### config.mk
export PLATFORM = sky130hd
export DESIGN_NAME = log_record_framer_crc32c_unit_flat
export DESIGN_NICKNAME = d
export VERILOG_FILES = /design/src/rtl/lrf_pkg.sv /design/src/rtl/lrf_if.sv /design/src/rtl/log_record_framer_crc32c_unit.sv /design/src/rtl/lrf_payload_ram.sv /design/src/flat_wrapper.sv
export SDC_FILE = /design/constraint.sdc
export NUM_CORES = 2
export LEC_CHECK = 0
export ABC_CLOCK_PERIOD_IN_PS = 12670
export BUFFER_PORTS_ARGS = -buffer_cell sky130_fd_sc_hd__buf_2
export CAP_MARGIN = 25
export CORE_MARGIN = 1
export CORE_UTILIZATION = 25
export DETAILED_ROUTE_END_ITERATION = 6
export GPL_ROUTABILITY_DRIVEN = 0
export HOLD_SLACK_MARGIN = 0.03
export PLACE_DENSITY_LB_ADDON = 0.12
export RECOVER_POWER = 50
export SYNTH_ARGS = -nofsm -noshare
export SYNTH_HDL_FRONTEND = slang
export SYNTH_HIERARCHICAL = 1
export SYNTH_SLANG_ARGS = --single-unit
### constraint.sdc
create_clock -name clock -period 12.67 [get_ports clock]
set_clock_uncertainty 0.1 [all_clocks]
set_input_delay 1.267 -clock clock [delete_from_list [all_inputs] [get_ports clock]]
set_output_delay 1.267 -clock clock [all_outputs]
set_load 0.02 [all_outputs]
### src/rtl/lrf_pkg.sv
// ----------------------------------------------------------------------------
// lrf_pkg: shared types and functions of the log record framer
// CRC32C byte step, record header byte selection, magic constant.
// ----------------------------------------------------------------------------
package lrf_pkg;

   localparam int unsigned MaxPayload = 256;
   localparam logic [31:0] CrcPoly    = 32'h82F6_3B78;
   localparam logic [31:0] CrcInit    = 32'hFFFF_FFFF;
   localparam logic [63:0] SegMagic   = 64'h0031_304C_4157_564B;
   localparam logic [8:0]  HeadLen    = 9'd28;
   localparam logic [8:0]  FrameExtra = 9'd32;
   localparam logic [4:0]  BodyOfs    = 5'd16;
   localparam logic [3:0]  MagicLen   = 4'd8;
   localparam logic        CmdHeader  = 1'b0;
   localparam logic        CmdPayload = 1'b1;

   typedef struct packed {
      logic       wr_en;
      logic [7:0] wr_addr;
      logic [7:0] wr_data;
      logic       rd_en;
      logic [7:0] rd_addr;
   } ram_req_type;

   function automatic logic [31:0] crc_byte(input logic [31:0] crc, input logic [7:0] b);
      logic [31:0] c;
      c = crc ^ {24'd0, b};
      for (int k = 0; k < 8; k++) begin
         c = c[0] ? ((c >> 1) ^ CrcPoly) : (c >> 1);
      end
      return c;
   endfunction

   function automatic logic [7:0] hdr_byte(input logic [4:0] pos, input logic [31:0] body,
                                           input logic [31:0] tail, input logic [63:0] term,
                                           input logic [8:0] len, input logic [63:0] index);
      logic [223:0] v;
      v = {index[31:0], index[63:32], {23'd0, len}, term[31:0], term[63:32], tail, body};
      return v[{pos, 3'b000} +: 8];
   endfunction

endpackage

### src/rtl/lrf_if.sv
// ----------------------------------------------------------------------------
// lrf_req_if / lrf_rsp_if: valid/ready channels of the log record framer
// Request carries header or payload byte items, response carries beats.
// ----------------------------------------------------------------------------
interface lrf_req_if;
   logic        valid;
   logic        ready;
   logic        cmd;
   logic [63:0] log_term;
   logic [63:0] log_index;
   logic [8:0]  payload_len;
   logic [7:0]  payload_byte;

   modport source (output valid, cmd, log_term, log_index, payload_len, payload_byte,
                   input ready);
   modport sink   (input valid, cmd, log_term, log_index, payload_len, payload_byte,
                   output ready);
endinterface

interface lrf_rsp_if;
   logic        valid;
   logic        ready;
   logic [63:0] beat_data;
   logic [3:0]  beat_bytes;
   logic        segment_start;
   logic        last_beat;

   modport source (output valid, beat_data, beat_bytes, segment_start, last_beat,
                   input ready);
   modport sink   (input valid, beat_data, beat_bytes, segment_start, last_beat,
                   output ready);
endinterface

### src/rtl/log_record_framer_crc32c_unit.sv
// ----------------------------------------------------------------------------
// log_record_framer_crc32c_unit: CRC32C framed log record emitter
// A header transfer (cmd 0) gives term, index and length; payload byte
// transfers (cmd 1) follow and are stored in the payload RAM while the body
// CRC advances one byte per transfer. Header intake seeds the body CRC over
// the length and index fields; req is low meanwhile. When the record is
// complete the block walks the frame twice through the payload RAM, one
// byte per cycle while rsp does not stall: a tail CRC pass over the header
// and payload, and an emit pass over the whole frame that packs bytes into
// 8-byte beats on rsp. req is low from the last byte until the last beat is
// in the output register. rsp stalls hold the output register and pause the
// emit pass. The segment limit register is written by csr_wr_en and
// csr_wr_data; the user must write it only while the block is idle, the
// block itself does not enforce this. Reset returns to idle, arms the
// magic for the first record and restores the default segment limit.
// ----------------------------------------------------------------------------
module log_record_framer_crc32c_unit (
   input  logic        clock,
   input  logic        reset,
   lrf_req_if.sink     req_ch,
   lrf_rsp_if.source   rsp_ch,
   input  logic        csr_wr_en,
   input  logic [31:0] csr_wr_data
);

   localparam logic [2:0] StIdle    = 3'd0;
   localparam logic [2:0] StHdrCrc  = 3'd1;
   localparam logic [2:0] StCollect = 3'd2;
   localparam logic [2:0] StFinish  = 3'd3;
   localparam logic [2:0] StPre     = 3'd4;
   localparam logic [2:0] StTail    = 3'd5;
   localparam logic [2:0] StEmit    = 3'd6;
   localparam logic [2:0] StPost    = 3'd7;

   logic [2:0]  state_ff, state_in;
   logic [63:0] term_ff, term_in, index_ff, index_in;
   logic [8:0]  len_ff, len_in, rcv_ff, rcv_in;
   logic [31:0] bcrc_ff, bcrc_in, tail_crc_ff, tail_crc_in;
   logic [3:0]  hcnt_ff, hcnt_in;
   logic [32:0] seg_ff, seg_in;
   logic        magic_ff, magic_in, post_ff, post_in;
   logic [31:0] max_ff, max_in;
   logic [8:0]  pos_ff, pos_in, s1_pos_ff, s1_pos_in;
   logic        s1_vld_ff, s1_vld_in;
   logic [63:0] acc_data_ff, acc_data_in;
   logic [3:0]  acc_cnt_ff, acc_cnt_in;
   logic        acc_full_ff, acc_full_in, acc_last_ff, acc_last_in;
   logic        out_vld_ff, out_vld_in, out_seg_ff, out_seg_in, out_last_ff, out_last_in;
   logic [63:0] out_data_ff, out_data_in;
   logic [3:0]  out_bytes_ff, out_bytes_in;

   lrf_pkg::ram_req_type ram_req;
   logic [7:0]  rd_data;

   logic        req_take, out_free, flush, s1_take, advance;
   logic [8:0]  total, pass_end, tail_ofs, len_sat;
   logic [31:0] tail_field, tail_final;
   logic [7:0]  s1_byte;
   logic [32:0] seg_sum;
   logic [3:0]  cnt_eff;
   logic [4:0]  hdr_pos;

   lrf_payload_ram u_ram (
      .clock   (clock),
      .ram_req (ram_req),
      .rd_data (rd_data)
   );

   assign req_ch.ready         = (state_ff == StIdle) || (state_ff == StCollect);
   assign req_take             = req_ch.valid && req_ch.ready;
   assign rsp_ch.valid         = out_vld_ff;
   assign rsp_ch.beat_data     = out_data_ff;
   assign rsp_ch.beat_bytes    = out_bytes_ff;
   assign rsp_ch.segment_start = out_seg_ff;
   assign rsp_ch.last_beat     = out_last_ff;
   assign out_free             = !out_vld_ff || rsp_ch.ready;

   assign total      = len_ff + lrf_pkg::FrameExtra;
   assign pass_end   = (state_ff == StEmit) ? total : (len_ff + lrf_pkg::HeadLen);
   assign tail_final = tail_crc_ff ^ lrf_pkg::CrcInit;
   assign tail_field = (state_ff == StEmit) ? tail_final : 32'd0;
   assign tail_ofs   = s1_pos_ff - lrf_pkg::HeadLen - len_ff;
   assign len_sat    = (req_ch.payload_len > 9'(lrf_pkg::MaxPayload)) ?
                       9'(lrf_pkg::MaxPayload) : req_ch.payload_len;
   assign seg_sum    = (magic_ff ? 33'(lrf_pkg::MagicLen) : seg_ff) + {24'd0, total};
   assign hdr_pos    = (state_ff == StHdrCrc) ? (lrf_pkg::BodyOfs + {1'b0, hcnt_ff})
                                              : s1_pos_ff[4:0];

   always_comb begin
      if (s1_pos_ff < lrf_pkg::HeadLen) begin
         s1_byte = lrf_pkg::hdr_byte(hdr_pos, bcrc_ff ^ lrf_pkg::CrcInit, tail_field,
                                     term_ff, len_ff, index_ff);
      end else if (s1_pos_ff < len_ff + lrf_pkg::HeadLen) begin
         s1_byte = rd_data;
      end else begin
         s1_byte = tail_final[{tail_ofs[1:0], 3'b000} +: 8];
      end
   end

   assign flush   = (state_ff == StEmit) && acc_full_ff && out_free;
   assign s1_take = s1_vld_ff && ((state_ff == StTail) || !acc_full_ff || flush);
   assign advance = ((state_ff == StTail) || (state_ff == StEmit)) &&
                    (pos_ff < pass_end) && (!s1_vld_ff || s1_take);
   assign cnt_eff = flush ? 4'd0 : acc_cnt_ff;

   always_comb begin
      state_in     = state_ff;
      term_in      = term_ff;
      index_in     = index_ff;
      len_in       = len_ff;
      rcv_in       = rcv_ff;
      bcrc_in      = bcrc_ff;
      tail_crc_in  = tail_crc_ff;
      hcnt_in      = hcnt_ff;
      seg_in       = seg_ff;
      magic_in     = magic_ff;
      post_in      = post_ff;
      max_in       = csr_wr_en ? csr_wr_data : max_ff;
      pos_in       = pos_ff;
      s1_pos_in    = s1_pos_ff;
      s1_vld_in    = s1_vld_ff;
      acc_data_in  = acc_data_ff;
      acc_cnt_in   = acc_cnt_ff;
      acc_full_in  = acc_full_ff;
      acc_last_in  = acc_last_ff;
      out_vld_in   = out_vld_ff && !rsp_ch.ready;
      out_data_in  = out_data_ff;
      out_bytes_in = out_bytes_ff;
      out_seg_in   = out_seg_ff;
      out_last_in  = out_last_ff;
      ram_req      = '0;
      ram_req.wr_addr = rcv_ff[7:0];
      ram_req.wr_data = req_ch.payload_byte;
      ram_req.rd_en   = advance;
      ram_req.rd_addr = 8'(pos_ff - lrf_pkg::HeadLen);

      if (advance) begin
         s1_vld_in = 1'b1;
         s1_pos_in = pos_ff;
         pos_in    = pos_ff + 9'd1;
      end else if (s1_take) begin
         s1_vld_in = 1'b0;
      end

      case (state_ff)
         StIdle, StCollect: begin
            if (req_take && req_ch.cmd == lrf_pkg::CmdHeader) begin
               term_in     = req_ch.log_term;
               index_in    = req_ch.log_index;
               len_in      = len_sat;
               rcv_in      = 9'd0;
               bcrc_in     = lrf_pkg::CrcInit;
               hcnt_in     = 4'd0;
               state_in    = StHdrCrc;
            end else if (req_take && state_ff == StCollect) begin
               ram_req.wr_en = 1'b1;
               bcrc_in       = lrf_pkg::crc_byte(bcrc_ff, req_ch.payload_byte);
               rcv_in        = rcv_ff + 9'd1;
               if (rcv_ff + 9'd1 == len_ff) begin
                  state_in = StFinish;
               end
            end
         end
         StHdrCrc: begin
            bcrc_in = lrf_pkg::crc_byte(bcrc_ff, lrf_pkg::hdr_byte(hdr_pos,
                         32'd0, 32'd0, term_ff, len_ff, index_ff));
            hcnt_in = hcnt_ff + 4'd1;
            if (hcnt_ff == 4'd11) begin
               state_in = (len_ff == 9'd0) ? StFinish : StCollect;
            end
         end
         StFinish: begin
            post_in     = seg_sum >= {1'b0, max_ff};
            seg_in      = (seg_sum >= {1'b0, max_ff}) ? 33'(lrf_pkg::MagicLen) : seg_sum;
            magic_in    = 1'b0;
            pos_in      = 9'd0;
            s1_vld_in   = 1'b0;
            tail_crc_in = lrf_pkg::CrcInit;
            state_in    = magic_ff ? StPre : StTail;
         end
         StPre, StPost: begin
            if (out_free) begin
               out_vld_in   = 1'b1;
               out_data_in  = lrf_pkg::SegMagic;
               out_bytes_in = lrf_pkg::MagicLen;
               out_seg_in   = 1'b1;
               out_last_in  = (state_ff == StPost);
               state_in     = (state_ff == StPost) ? StIdle : StTail;
            end
         end
         StTail: begin
            if (s1_take) begin
               tail_crc_in = lrf_pkg::crc_byte(tail_crc_ff, s1_byte);
            end
            if (pos_ff == pass_end && !s1_vld_ff) begin
               pos_in   = 9'd0;
               state_in = StEmit;
            end
         end
         StEmit: begin
            if (flush) begin
               out_vld_in   = 1'b1;
               out_data_in  = acc_data_ff;
               out_bytes_in = acc_cnt_ff;
               out_seg_in   = 1'b0;
               out_last_in  = acc_last_ff && !post_ff;
               acc_data_in  = 64'd0;
               acc_cnt_in   = 4'd0;
               acc_full_in  = 1'b0;
               acc_last_in  = 1'b0;
            end
            if (s1_take) begin
               acc_data_in = (flush ? 64'd0 : acc_data_ff) |
                             ({56'd0, s1_byte} << {cnt_eff[2:0], 3'b000});
               acc_cnt_in  = cnt_eff + 4'd1;
               acc_last_in = (s1_pos_ff == total - 9'd1);
               acc_full_in = (cnt_eff == 4'd7) || (s1_pos_ff == total - 9'd1);
            end
            if (pos_ff == pass_end && !s1_vld_ff && !acc_full_ff) begin
               state_in = post_ff ? StPost : StIdle;
            end
         end
         default: state_in = StIdle;
      endcase
   end

   always_ff @(posedge clock) begin
      if (reset) begin
         state_ff    <= StIdle;
         seg_ff      <= 33'd0;
         magic_ff    <= 1'b1;
         max_ff      <= 32'd67108864;
         s1_vld_ff   <= 1'b0;
         pos_ff      <= 9'd0;
         acc_data_ff <= 64'd0;
         acc_cnt_ff  <= 4'd0;
         acc_full_ff <= 1'b0;
         acc_last_ff <= 1'b0;
         out_vld_ff  <= 1'b0;
      end else begin
         state_ff    <= state_in;
         seg_ff      <= seg_in;
         magic_ff    <= magic_in;
         max_ff      <= max_in;
         s1_vld_ff   <= s1_vld_in;
         pos_ff      <= pos_in;
         acc_data_ff <= acc_data_in;
         acc_cnt_ff  <= acc_cnt_in;
         acc_full_ff <= acc_full_in;
         acc_last_ff <= acc_last_in;
         out_vld_ff  <= out_vld_in;
      end
   end

   always_ff @(posedge clock) begin
      term_ff      <= term_in;
      index_ff     <= index_in;
      len_ff       <= len_in;
      rcv_ff       <= rcv_in;
      bcrc_ff      <= bcrc_in;
      tail_crc_ff  <= tail_crc_in;
      hcnt_ff      <= hcnt_in;
      post_ff      <= post_in;
      s1_pos_ff    <= s1_pos_in;
      out_data_ff  <= out_data_in;
      out_bytes_ff <= out_bytes_in;
      out_seg_ff   <= out_seg_in;
      out_last_ff  <= out_last_in;
   end

endmodule

### src/rtl/lrf_payload_ram.sv
// ----------------------------------------------------------------------------
// lrf_payload_ram: payload buffer of the log record framer
// 256 x 8 synchronous memory, one write and one registered read per cycle.
// ----------------------------------------------------------------------------
module lrf_payload_ram (
   input  logic                 clock,
   input  lrf_pkg::ram_req_type ram_req,
   output logic [7:0]           rd_data
);

   logic [7:0] mem [256];

   always_ff @(posedge clock) begin
      if (ram_req.wr_en) begin
         mem[ram_req.wr_addr] <= ram_req.wr_data;
      end
      if (ram_req.rd_en) begin
         rd_data <= mem[ram_req.rd_addr];
      end
   end

endmodule
### src/flat_wrapper.sv
// flat-port wrapper written by rule: the top's interface ports become plain ports
module log_record_framer_crc32c_unit_flat 
  (clock, reset, csr_wr_en, csr_wr_data, req_ch_valid, req_ch_cmd, req_ch_log_term, req_ch_log_index, req_ch_payload_len, req_ch_payload_byte, req_ch_ready, rsp_ch_valid, rsp_ch_beat_data, rsp_ch_beat_bytes, rsp_ch_segment_start, rsp_ch_last_beat, rsp_ch_ready);
  lrf_req_if req_ch_i ();
  lrf_rsp_if rsp_ch_i ();
  input  logic clock;
  input  logic reset;
  input  logic csr_wr_en;
  input  logic [31:0] csr_wr_data;
  input wire logic [$bits(req_ch_i.valid)-1:0] req_ch_valid;
  input wire logic [$bits(req_ch_i.cmd)-1:0] req_ch_cmd;
  input wire logic [$bits(req_ch_i.log_term)-1:0] req_ch_log_term;
  input wire logic [$bits(req_ch_i.log_index)-1:0] req_ch_log_index;
  input wire logic [$bits(req_ch_i.payload_len)-1:0] req_ch_payload_len;
  input wire logic [$bits(req_ch_i.payload_byte)-1:0] req_ch_payload_byte;
  output wire logic [$bits(req_ch_i.ready)-1:0] req_ch_ready;
  output wire logic [$bits(rsp_ch_i.valid)-1:0] rsp_ch_valid;
  output wire logic [$bits(rsp_ch_i.beat_data)-1:0] rsp_ch_beat_data;
  output wire logic [$bits(rsp_ch_i.beat_bytes)-1:0] rsp_ch_beat_bytes;
  output wire logic [$bits(rsp_ch_i.segment_start)-1:0] rsp_ch_segment_start;
  output wire logic [$bits(rsp_ch_i.last_beat)-1:0] rsp_ch_last_beat;
  input wire logic [$bits(rsp_ch_i.ready)-1:0] rsp_ch_ready;
  assign req_ch_i.valid = req_ch_valid;
  assign req_ch_i.cmd = req_ch_cmd;
  assign req_ch_i.log_term = req_ch_log_term;
  assign req_ch_i.log_index = req_ch_log_index;
  assign req_ch_i.payload_len = req_ch_payload_len;
  assign req_ch_i.payload_byte = req_ch_payload_byte;
  assign req_ch_ready = req_ch_i.ready;
  assign rsp_ch_valid = rsp_ch_i.valid;
  assign rsp_ch_beat_data = rsp_ch_i.beat_data;
  assign rsp_ch_beat_bytes = rsp_ch_i.beat_bytes;
  assign rsp_ch_segment_start = rsp_ch_i.segment_start;
  assign rsp_ch_last_beat = rsp_ch_i.last_beat;
  assign rsp_ch_i.ready = rsp_ch_ready;
  log_record_framer_crc32c_unit u_core (.clock(clock), .reset(reset), .req_ch(req_ch_i), .rsp_ch(rsp_ch_i), .csr_wr_en(csr_wr_en), .csr_wr_data(csr_wr_data));
endmodule
==> impl_metrics.toml <==
[logic_synthesis]
postSynthCellCount = 5935
syn_nets = 6186
ys_ff_latch = 2500
synth_top_cells_by_count = "2350 x sky130_fd_sc_hd__edfxtp_1, 467 x sky130_fd_sc_hd__nor2_1, 464 x sky130_fd_sc_hd__mux4_2"
syn-mean-instance-area_um2 = 17.5
post_synth_instance_area_um2 = 104000
synth.yosys.warnings = 6
synth.lib_cells_used.distinct = 106
synth_seq_area_share = 0.709
synth_top_cell_area_share = 0.680
dominant_cell_type_by_area_after_synthesis = "sky130_fd_sc_hd__edfxtp_1"
synth_most_common_cell = "sky130_fd_sc_hd__edfxtp_1"
synth_enable_flop_cells = 2350
synth_top_flop_cell = "sky130_fd_sc_hd__edfxtp_1"
asyncSetResetFlopFracSynth = 0
synthTopCellsByArea = "sky130_fd_sc_hd__edfxtp_1 68%, sky130_fd_sc_hd__mux4_2 10%, sky130_fd_sc_hd__dfxtp_1 2.9%, sky130_fd_sc_hd__mux2i_1 2.5%, sky130_fd_sc_hd__xnor2_1 1.7%"

[global_route]
first_global_vias = 57600
global_route.usage.met2 = 0.260
groute.layer.met1.usage = 0.221
grt_start_max_net_pins = 168
wire_length_of_the_first_global_routing_pass_um = 473000
gr-usage-all-layers = 0.158
antenna_found_initial = 20
global_route.overflow_total = 0
groute.layer.met3.usage = 0.0242
grt-busiest-layer = "met2"

[cts]
clk_latency_ps = 930
max-clock-path-buffers = 4
cts_htree_levels = 5
postCtsResizedCells = 0
clock_sink_count = 2500
cts.repair_timing.setup_buffer_count = 0
cts_hold_buf = 0
cts_buffers = 301
root_buffer = "sky130_fd_sc_hd__clkbuf_16"
tritoncts_clock_tree = "done"
clock_pin_slew_worst_setup_and_hold_paths_ps = 50

[worst_setup_path]
critical_path_arrival_ps = 9510
cp_slowest_cell = "sky130_fd_sc_hd__clkbuf_1"
worst_path_largest_cell_delay_ps = 5730
worstPathRequired_ps = 13110
timing.critical_path.fanout_max = 154
critical_path_class = "input pin to flip-flop"
crit_chain = "clkbuf_1 > clkbuf_1 > buf_4"
critPathCaptureType = "flip-flop"
worst_path_most_repeated_cell = "sky130_fd_sc_hd__clkbuf_1"
worstSetupStartpointType = "input pin"

[cells_and_area]
layout.nets = 6591
final_core_util = 0.292
finish.instance_area_um2 = 121000
synthToLayoutAreaGrowth_pct = 16.4
final-instance-count-excl-fill = 12100
drive_gt1_frac = 0.204

[pwr]
power_mw = 22.9
ir_worst_vdd_uv = 206
static-leakage-power_nw = 36.8
power_per_cell_area_nw_per_um2 = 190

[routing]
dr_vias = 56500
number_of_detailed_routing_iterations_run_before_antenna_repair = 6
drc = 0
drt_first_iter_violations = 4546
routed_antenna_nets = 0
drt-vias-per-instance = 4.69
wl_per_cell_um = 28.1
totalWireLength_um = 339000

[floorplan]
floorplan.initialDensity = 0.251
die_area_um2 = 418000
num_io_pins = 255
die_h_um = 646
placeableCoreArea_um2 = 413000
fp-row-count = 236
die_width_um = 646

[timing]
rsz0062_at_grt = "no"
maxSlewHeadroom = -4.45
final_period_minus_worst_setup_slack_ps = 9070
worst-slew-pin-transition_ps = 8170
clock.fmax_mhz = 110
final_setup_violation_count = 0
setup-tns-final_ps = 0
min_period_over_period = 0.715
final_max_slew_viol_count = 2158
hold_viol = 0

[run]
maxCapViolCount = 40

[placement]
detailedPlacementHpwl_um = 220000
portBuffers = 254
placed_area_um2 = 112000
numPlacedInstances = 11500

[worst_hold_path]
timing.hold.worst.class = "flip-flop to flip-flop"

[run_status]
violations_in_the_final_reports = "max-capacitance violations, max-slew violations"
outcome = "finished, violations left"
-- worst max-delay path, delay by kind of cell --
| kind | cells | cell delay (ps) |
|---|---|---|
| buffers and inverters | 3 | 7870 |
-- per-stage QoR --
stage | setup WS (ps) | hold WS (ps)
after floorplan | 6620 | 335
after global placement | 6090 | 356
after detailed placement | 6060 | 357
after CTS | 6000 | 356
after global routing | 3150 | 386
final | 3600 | 369
-- routing by layer --
| layer | up-vias | part of all wire |
|---|---|---|
| met1 | 30100 | 0.46 |
| met4 | 14 | 0.021 |
| met3 | 401 | 0.050 |
| met2 | 1490 | 0.47 |
| li1 | 24500 | - |
| met5 | - | 0.00023 |
-- logic make-up (layout without fill, tap and decap cells) --
family,Yosys count,in the layout,synth area share
multiplexers,736,736,0.128
AO/OA/AOI/OAI,776,776,0.0528
AND/OR/NAND/NOR,1103,1103,0.0499
XOR/XNOR,327,327,0.0301
adder cells (fa/ha/maj),70,70,0.00846
buffers and inverters,423,1058,0.0221
flip-flops,2500,2500,0.709
other,0,7,0
-- registers in the layout, indices dropped and copies added, names as in the netlist, 8 cells and up --
| name | flops |
|---|---|
| u_core/tail_crc_ff | 32 |
| u_core/seg_ff | 33 |
| u_core/bcrc_ff | 32 |
| u_core/acc_data_ff | 64 |
| u_core/u_ram/mem | 2048 |
| u_core/u_ram/rd_data | 8 |
| u_core/len_ff | 9 |
| u_core/rsp_ch.beat_data | 64 |
| u_core/pos_ff | 9 |
| u_core/index_ff | 64 |
| u_core/max_ff | 32 |
| u_core/s1_pos_ff | 9 |
| u_core/term_ff | 64 |
| u_core/rcv_ff | 9 |
-- cells in the final DEF, fill, tap and decap left out, types with 75 or more instances in the layout --
master                      instances
sky130_fd_sc_hd__nand2_1          195
sky130_fd_sc_hd__o21ai_0           81
sky130_fd_sc_hd__mux2i_1          255
sky130_fd_sc_hd__edfxtp_1        2350
sky130_fd_sc_hd__xor2_1            95
sky130_fd_sc_hd__nor2_1           460
sky130_fd_sc_hd__buf_4            137
sky130_fd_sc_hd__mux4_2           464
sky130_fd_sc_hd__a22oi_1          223
sky130_fd_sc_hd__clkbuf_16        307
sky130_fd_sc_hd__clkinv_1          75
sky130_fd_sc_hd__a21oi_1          151
sky130_fd_sc_hd__buf_2            207
sky130_fd_sc_hd__xnor2_1          204
sky130_fd_sc_hd__clkbuf_1         144
sky130_fd_sc_hd__dfxtp_1          149
-- cell type report --
| class | count | area (um^2) |
|---|---|---|
| timing repair buffer | 452 | 2720 |
| tap | 5474 | 6850 |
| sequential | 2500 | 73600 |
| inverter | 73 | 277 |
| fill | 41000 | 292000 |
| clock inverter | 167 | 1280 |
| antenna | 7 | 17.5 |
| multi-input combinational | 3012 | 28200 |
| clock buffer | 366 | 7900 |
-- final timing paths --
kind / endpoint / depth (start not counted) / slack, ps / start
setup / recovery: u_core/u_ram/mem[181][4] / 3 / 3600 / req_ch_payload_byte[4]
hold / removal: u_core/acc_last_ff / 2 / 370 / u_core/acc_last_ff
setup reg to reg: u_core/bcrc_ff[4] / 15 / 3960 / u_core/state_ff[0]
hold reg to reg: u_core/acc_last_ff / 2 / 370 / u_core/acc_last_ff
-- power by group --
group / total [mW] / switching (mW) / internal (mW)
sequential: 9.61 / 0.233 / 9.38
combinational: 5.07 / 2.95 / 2.12
clock: 8.21 / 3.51 / 4.71
Power figures use the tool's default switching activity.
